$ cat src/hw/rtl/sv39ptm_pkg.sv
package sv39ptm_pkg;

    localparam int TABLE_PAGES       = 16;
    localparam int ENTRIES_PER_TABLE = 512;
    localparam int MAX_PAGE_COUNT    = 4096;

    localparam int PTE_W   = 54;
    localparam int PPN_W   = 44;
    localparam int VA_W    = 27;
    localparam int FLAG_W  = 10;
    localparam int COUNT_W = 13;

    localparam int VPN_W       = $clog2(ENTRIES_PER_TABLE);
    localparam int SLOT_W      = (TABLE_PAGES > 1) ? $clog2(TABLE_PAGES) : 1;
    localparam int NFT_W       = $clog2(TABLE_PAGES + 1);
    localparam int ADDR_W      = SLOT_W + VPN_W;
    localparam int STORE_DEPTH = TABLE_PAGES * ENTRIES_PER_TABLE;

    localparam logic [PPN_W-1:0] BASE_PPN_RESET = 44'd524288;

    localparam logic REQ_MAP    = 1'b0;
    localparam logic REQ_LOOKUP = 1'b1;

    typedef enum logic [1:0] {
        STAT_OK         = 2'd0,
        STAT_NOT_MAPPED = 2'd1,
        STAT_EXHAUSTED  = 2'd2
    } status_t;

    typedef enum logic [2:0] {
        W_IDLE,
        W_RD_L2,
        W_CHK_L2,
        W_RD_L1,
        W_CHK_L1,
        W_WR_LEAF,
        W_CHK_LEAF,
        W_DONE
    } walk_state_t;

    typedef struct packed {
        logic               req_type;
        logic [VA_W-1:0]    virt_page;
        logic [PPN_W-1:0]   phys_page;
        logic [COUNT_W-1:0] page_count;
        logic [FLAG_W-1:0]  perm_flags;
    } req_t;

    typedef struct packed {
        status_t            status;
        logic [PTE_W-1:0]   leaf_entry;
        logic [COUNT_W-1:0] pages_done;
    } res_t;

    typedef struct packed {
        logic              re;
        logic [ADDR_W-1:0] raddr;
        logic              we;
        logic [ADDR_W-1:0] waddr;
        logic [PTE_W-1:0]  wdata;
    } mem_req_t;

endpackage

$ cat src/hw/rtl/sv39ptm_walker.sv
// Walk sequencer: reads, checks and allocates table entries one step at a time.
module sv39ptm_walker (
    input  logic                                  aclk,
    input  logic                                  aresetn,
    input  logic                                  req_valid,
    output logic                                  req_ready,
    input  sv39ptm_pkg::req_t                     req,
    input  logic [sv39ptm_pkg::PPN_W-1:0]         base_ppn,
    output sv39ptm_pkg::mem_req_t                 mem_req,
    input  logic [sv39ptm_pkg::PTE_W-1:0]         rd_data,
    input  logic                                  clearing,
    output logic                                  res_valid,
    input  logic                                  res_ready,
    output sv39ptm_pkg::res_t                     res
);

    localparam int VPN_W   = sv39ptm_pkg::VPN_W;
    localparam int VA_W    = sv39ptm_pkg::VA_W;
    localparam int PPN_W   = sv39ptm_pkg::PPN_W;
    localparam int FLAG_W  = sv39ptm_pkg::FLAG_W;
    localparam int COUNT_W = sv39ptm_pkg::COUNT_W;
    localparam int SLOT_W  = sv39ptm_pkg::SLOT_W;
    localparam int NFT_W   = sv39ptm_pkg::NFT_W;

    sv39ptm_pkg::walk_state_t state_reg, state_next;

    logic [NFT_W-1:0]                nft_reg, nft_next;
    logic                            lookup_reg, lookup_next;
    logic [VA_W-1:0]                 vpn_reg, vpn_next;
    logic [PPN_W-1:0]                ppn_reg, ppn_next;
    logic [FLAG_W-1:0]               flags_reg, flags_next;
    logic [COUNT_W-1:0]              count_reg, count_next;
    logic [COUNT_W-1:0]              done_reg, done_next;
    logic [SLOT_W-1:0]               slot_reg, slot_next;
    sv39ptm_pkg::status_t            status_reg, status_next;
    logic [sv39ptm_pkg::PTE_W-1:0]   entry_reg, entry_next;

    logic                req_fire;
    logic [COUNT_W-1:0]  count_sat;
    logic [PPN_W-1:0]    pte_off;
    logic                ptr_ok;
    logic                exhausted;
    logic                last_page;
    logic [VPN_W-1:0]    idx2, idx1, idx0;
    logic [SLOT_W-1:0]   off_slot, nft_slot;
    logic [sv39ptm_pkg::PTE_W-1:0] ptr_pte, leaf_pte;

    assign req_ready = (state_reg == sv39ptm_pkg::W_IDLE) && !clearing;
    assign req_fire  = req_valid && req_ready;

    assign count_sat = (32'(req.page_count) > sv39ptm_pkg::MAX_PAGE_COUNT) ?
                       COUNT_W'(sv39ptm_pkg::MAX_PAGE_COUNT) : req.page_count;

    assign idx2 = vpn_reg[VA_W-1 -: VPN_W];
    assign idx1 = vpn_reg[2*VPN_W-1 -: VPN_W];
    assign idx0 = vpn_reg[VPN_W-1:0];

    // pointer counts only if it names an allocated pool slot
    assign pte_off   = rd_data[sv39ptm_pkg::PTE_W-1:FLAG_W] - base_ppn;
    assign ptr_ok    = rd_data[0] && (pte_off < PPN_W'(nft_reg));
    assign off_slot  = pte_off[SLOT_W-1:0];
    assign nft_slot  = nft_reg[SLOT_W-1:0];
    assign exhausted = nft_reg >= NFT_W'(sv39ptm_pkg::TABLE_PAGES);
    assign last_page = (done_reg + COUNT_W'(1)) == count_reg;

    assign ptr_pte  = {base_ppn + PPN_W'(nft_reg), {(FLAG_W-1){1'b0}}, 1'b1};
    assign leaf_pte = {ppn_reg, flags_reg | FLAG_W'(1)};

    // next state
    always_comb begin
        state_next = state_reg;
        unique case (state_reg)
            sv39ptm_pkg::W_IDLE: begin
                if (req_fire) begin
                    if (req.req_type == sv39ptm_pkg::REQ_MAP && count_sat == '0) begin
                        state_next = sv39ptm_pkg::W_DONE;
                    end else begin
                        state_next = sv39ptm_pkg::W_RD_L2;
                    end
                end
            end
            sv39ptm_pkg::W_RD_L2: state_next = sv39ptm_pkg::W_CHK_L2;
            sv39ptm_pkg::W_CHK_L2: begin
                priority if (ptr_ok)     state_next = sv39ptm_pkg::W_CHK_L1;
                else if (lookup_reg)     state_next = sv39ptm_pkg::W_DONE;
                else if (exhausted)      state_next = sv39ptm_pkg::W_DONE;
                else                     state_next = sv39ptm_pkg::W_RD_L1;
            end
            sv39ptm_pkg::W_RD_L1: state_next = sv39ptm_pkg::W_CHK_L1;
            sv39ptm_pkg::W_CHK_L1: begin
                priority if (lookup_reg) begin
                    state_next = ptr_ok ? sv39ptm_pkg::W_CHK_LEAF : sv39ptm_pkg::W_DONE;
                end else if (ptr_ok) begin
                    state_next = sv39ptm_pkg::W_WR_LEAF;
                end else if (exhausted) begin
                    state_next = sv39ptm_pkg::W_DONE;
                end else begin
                    state_next = sv39ptm_pkg::W_WR_LEAF;
                end
            end
            sv39ptm_pkg::W_WR_LEAF: begin
                state_next = last_page ? sv39ptm_pkg::W_DONE : sv39ptm_pkg::W_RD_L2;
            end
            sv39ptm_pkg::W_CHK_LEAF: state_next = sv39ptm_pkg::W_DONE;
            sv39ptm_pkg::W_DONE: begin
                if (res_ready) state_next = sv39ptm_pkg::W_IDLE;
            end
            default: state_next = sv39ptm_pkg::W_IDLE;
        endcase
    end

    // datapath
    always_comb begin
        nft_next    = nft_reg;
        lookup_next = lookup_reg;
        vpn_next    = vpn_reg;
        ppn_next    = ppn_reg;
        flags_next  = flags_reg;
        count_next  = count_reg;
        done_next   = done_reg;
        slot_next   = slot_reg;
        status_next = status_reg;
        entry_next  = entry_reg;
        unique case (state_reg)
            sv39ptm_pkg::W_IDLE: begin
                if (req_fire) begin
                    lookup_next = (req.req_type == sv39ptm_pkg::REQ_LOOKUP);
                    vpn_next    = req.virt_page;
                    ppn_next    = req.phys_page;
                    flags_next  = req.perm_flags;
                    count_next  = count_sat;
                    done_next   = '0;
                    slot_next   = '0;
                    status_next = sv39ptm_pkg::STAT_OK;
                    entry_next  = '0;
                end
            end
            sv39ptm_pkg::W_CHK_L2, sv39ptm_pkg::W_CHK_L1: begin
                priority if (ptr_ok) begin
                    slot_next = off_slot;
                end else if (lookup_reg) begin
                    status_next = sv39ptm_pkg::STAT_NOT_MAPPED;
                end else if (exhausted) begin
                    status_next = sv39ptm_pkg::STAT_EXHAUSTED;
                end else begin
                    slot_next = nft_slot;
                    nft_next  = nft_reg + NFT_W'(1);
                end
            end
            sv39ptm_pkg::W_WR_LEAF: begin
                done_next = done_reg + COUNT_W'(1);
                vpn_next  = vpn_reg + VA_W'(1);
                ppn_next  = ppn_reg + PPN_W'(1);
            end
            sv39ptm_pkg::W_CHK_LEAF: begin
                if (rd_data[0]) entry_next  = rd_data;
                else            status_next = sv39ptm_pkg::STAT_NOT_MAPPED;
            end
            sv39ptm_pkg::W_RD_L2, sv39ptm_pkg::W_RD_L1, sv39ptm_pkg::W_DONE: begin
            end
            default: begin
            end
        endcase
    end

    // store accesses and result
    always_comb begin
        mem_req   = '0;
        res_valid = 1'b0;
        unique case (state_reg)
            sv39ptm_pkg::W_RD_L2: begin
                mem_req.re    = 1'b1;
                mem_req.raddr = {SLOT_W'(0), idx2};
            end
            sv39ptm_pkg::W_CHK_L2: begin
                if (ptr_ok) begin
                    mem_req.re    = 1'b1;
                    mem_req.raddr = {off_slot, idx1};
                end else if (!lookup_reg && !exhausted) begin
                    mem_req.we    = 1'b1;
                    mem_req.waddr = {SLOT_W'(0), idx2};
                    mem_req.wdata = ptr_pte;
                end
            end
            sv39ptm_pkg::W_RD_L1: begin
                mem_req.re    = 1'b1;
                mem_req.raddr = {slot_reg, idx1};
            end
            sv39ptm_pkg::W_CHK_L1: begin
                if (ptr_ok && lookup_reg) begin
                    mem_req.re    = 1'b1;
                    mem_req.raddr = {off_slot, idx0};
                end else if (!ptr_ok && !lookup_reg && !exhausted) begin
                    mem_req.we    = 1'b1;
                    mem_req.waddr = {slot_reg, idx1};
                    mem_req.wdata = ptr_pte;
                end
            end
            sv39ptm_pkg::W_WR_LEAF: begin
                mem_req.we    = 1'b1;
                mem_req.waddr = {slot_reg, idx0};
                mem_req.wdata = leaf_pte;
            end
            sv39ptm_pkg::W_DONE: res_valid = 1'b1;
            sv39ptm_pkg::W_IDLE, sv39ptm_pkg::W_CHK_LEAF: begin
            end
            default: begin
            end
        endcase
    end

    assign res.status     = status_reg;
    assign res.leaf_entry = entry_reg;
    assign res.pages_done = done_reg;

    always_ff @(posedge aclk) begin
        if (!aresetn) begin
            state_reg <= sv39ptm_pkg::W_IDLE;
            nft_reg   <= NFT_W'(1);
        end else begin
            state_reg <= state_next;
            nft_reg   <= nft_next;
        end
    end

    always_ff @(posedge aclk) begin
        lookup_reg <= lookup_next;
        vpn_reg    <= vpn_next;
        ppn_reg    <= ppn_next;
        flags_reg  <= flags_next;
        count_reg  <= count_next;
        done_reg   <= done_next;
        slot_reg   <= slot_next;
        status_reg <= status_next;
        entry_reg  <= entry_next;
    end

endmodule
$ cat config.mk
export PLATFORM = sky130hd
export DESIGN_NAME = sv39ptm_walker
export DESIGN_NICKNAME = d
export VERILOG_FILES = /design/src/hw/rtl/sv39ptm_pkg.sv /design/src/hw/rtl/sv39ptm_walker.sv
export SDC_FILE = /design/constraint.sdc
export NUM_CORES = 1
export LEC_CHECK = 0
export ABC_AREA = 0
export BUFFER_PORTS_ARGS = -buffer_cell sky130_fd_sc_hd__buf_2
export CAP_MARGIN = 10
export CORE_AREA = 2 2 162 164
export DETAILED_ROUTE_END_ITERATION = 12
export DIE_AREA = 0 0 164 166
export GPL_ROUTABILITY_DRIVEN = 0
export PLACE_DENSITY = 0.91
export SYNTH_ARGS = -nofsm -noshare
export SYNTH_HDL_FRONTEND = slang
export SYNTH_SLANG_ARGS = --single-unit
export TNS_END_PERCENT = 100
$ cat constraint.sdc
create_clock -name aclk -period 8.5 [get_ports aclk]
set_input_delay 0.85 -clock aclk [delete_from_list [all_inputs] [get_ports aclk]]
set_output_delay 0.85 -clock aclk [all_outputs]
set_load 0.1 [all_outputs]
==> out/metrics.yaml <==
synthArstFlopShare_pct: 0
area_growth_syn_to_layout_pct: 18.0
rows: 59
syn-num-nets: 1847
synthAdderAreaFrac_pct: 5.48
final_cells: 2238
setup_viol: 0
dr.pass1.iters: 8
io_pins: 351
avgViaCountPerCell: 6.25
finalSetupTns_ps: 0
detail-route-antenna-nets: 0
place_inst: 2202
required_ps: 7650
htree_levels: 4
ys_ff_latch: 175
cts_root_buffer: "clkbuf_16"
synthMuxAreaShare_pct: 1.54
powerDensity_nw_per_um2: 267
grt_pass1_vias: 12901
synth_warnings: 0
grt_max_degree: 91
clock_latency_ps: 440
synth_cell_types: 84
die_y_um: 166
final_area_sq_um: 16200
grt_pass1_wl_um: 68900
cp_max_fo: 13
drtIter0Drc: 1882
largest_reg_flops: 54
synthFlopType: "edfxtp_1"
synth-edff-count: 167
period_share_pct: 81.3
postCtsHoldBufs: 0
synth_top_cell_by_area: "edfxtp_1"
hold_class: "reg -> reg"
die_x_um: 164
report.final.slew_viol_count: 0
route.detailed.drc: 0
grt_overflow_total: 0
period_minus_slack_ps: 6910
final_cell_mix: "349 x buf_2, 244 x nand2_1, 167 x edfxtp_1"
cap_violations: 0
post_cts_buffers: 0
placed_cell_area_sq_um: 15700
status: "finished, final reports clean"
final_common_cell: "buf_2"
io_buffers: 349
vias: 13978
core_area_sq_um: 25600
netlist_instances: 1590
numCtsBuffers: 17
max_slew_margin_pct: 30.6
synth-xor-area-share_pct: 9.93
cts_tree: "done"
tightest_slew_ps: 1040
netlist_area_sq_um: 13800
rsz0062_at_grt: "no"
layout.nets: 2143
grt_use_total_pct: 32.6
start_kind: "input pin"
clk_path_buf_depth: 2
synth.area.top_cells: "edfxtp_1 36%, nand2_1 6.7%, xnor2_1 5.3%"
yosysSeqAreaShare_pct: 37.6
drive_gt1_share_pct: 22.3
synth_compound_area_share_pct: 17.5
cts.sinks: 175
wl_per_cell_um: 20.5
die-area_sq_um: 27200
synth_top_family_by_area: "simple AND/OR/NAND/NOR gates"
fin_skew_ps: 17.4
clk_pin_slew_ps: 70
antenna_found_initial: 4
cp.arrival_ps: 6060
wirelength_um: 45900
synth_top_area_share_pct: 36.5
ctsResizeCount: 0
ir_drop_v: 0.000315
end_kind: "primary output"
start_util_pct: 53.7
max_freq_mhz: 145
whs_ps: 540
leakagePower_nw: 6.88
critPathKind: "in -> out"
yosys.area_share.simple_pct: 23.4
avgSynthCellArea_sq_um: 8.65
hold_viol: 0
dp.final_hpwl_um: 35400
==> final timing paths <==
check	cells past startpoint	slack, ps	endpoint	start
setup reg to reg	13	4300	slot_reg[0]	nft_reg[1]
hold / removal	2	540	nft_reg[3]	nft_reg[3]
hold reg to reg	2	540	nft_reg[3]	nft_reg[3]
setup / recovery	16	1590	mem_req[80]	base_ppn[22]
==> power by group <==
group	switching [mW]	internal, mW	leakage (nW)	total [mW]
sequential	0.174	1.18	1.63	1.36
clock	0.371	0.407	0.275	0.778
combinational	1.75	0.457	4.98	2.21
==> cells by family after synthesis <==
family / count (synthesis)
xor+xnor: 156
fa+ha+maj: 59
flops: 175
simple gates: 655
buf+inv: 150
compound gates: 374
mux: 21
==> layer usage <==
| layer | up-vias | track usage, % | part of all wire (%) |
|---|---|---|---|
| met5 | - | 0 | 0.028 |
| met4 | 2 | 21.7 | 7.3 |
| met3 | 201 | 7.62 | 11 |
| met2 | 1039 | 51.6 | 46 |
| met1 | 6400 | 39.4 | 36 |
| li1 | 6336 | - | - |
==> critical path: stages <==
cell	delay, ps
buf_2	100
inv_1	220
ha_1	420
a21oi_1	330
o21ai_1	150
or4_1	510
a211oi_2	160
nor3_1	130
xor2_1	170
or4_1	550
or4_4	450
nor4_4	500
nand2_1	440
a211oi_1	380
a21o_1	220
buf_2	450
==> cell usage after synthesis (all sizes together) (4+ instances only) <==
library cell,number
dfxtp,8
a32oi,10
nor2,96
buf,20
a211o,5
nor4,21
o211a,5
edfxtp,167
and2,58
xor2,73
nand4,29
and3,47
or3,7
nor2b,22
or4,8
inv,67
ha,57
o31ai,5
nand2,247
a31oi,7
a211oi,6
and4,5
or2,5
o21bai,9
nand3,53
o22ai,14
nand2b,10
mux2i,20
xnor2,83
a21oi,58
o21a,10
a22oi,11
a2111oi,7
a21o,25
nor3,34
clkbuf,62
o2111ai,4
o21ai,160
==> final cells by class <==
| type | instances | area (sq um) |
|---|---|---|
| Sequential cell | 175 | 5170 |
| Fill cell | 2107 | 9380 |
| Multi-Input combinational cell | 1265 | 7990 |
| Tap cell | 335 | 419 |
| Clock inverter | 11 | 95.1 |
| Timing Repair Buffer | 359 | 1820 |
| Antenna cell | 4 | 10.0 |
| Clock buffer | 21 | 470 |
| Inverter | 68 | 255 |
==> metrics by stage <==
stage          utilization (%)  power, mW  setup WS, ps
3_3_place_gp              61.1       3.50          1780
3_5_place_dp              61.1       3.54          1750
6_report                  63.4       4.34          1590
2_1_floorplan                -       3.11           931
5_1_grt                   63.4       4.51          1470
4_1_cts                   63.4       4.32          1730
Power figures use the tool's default switching activity.
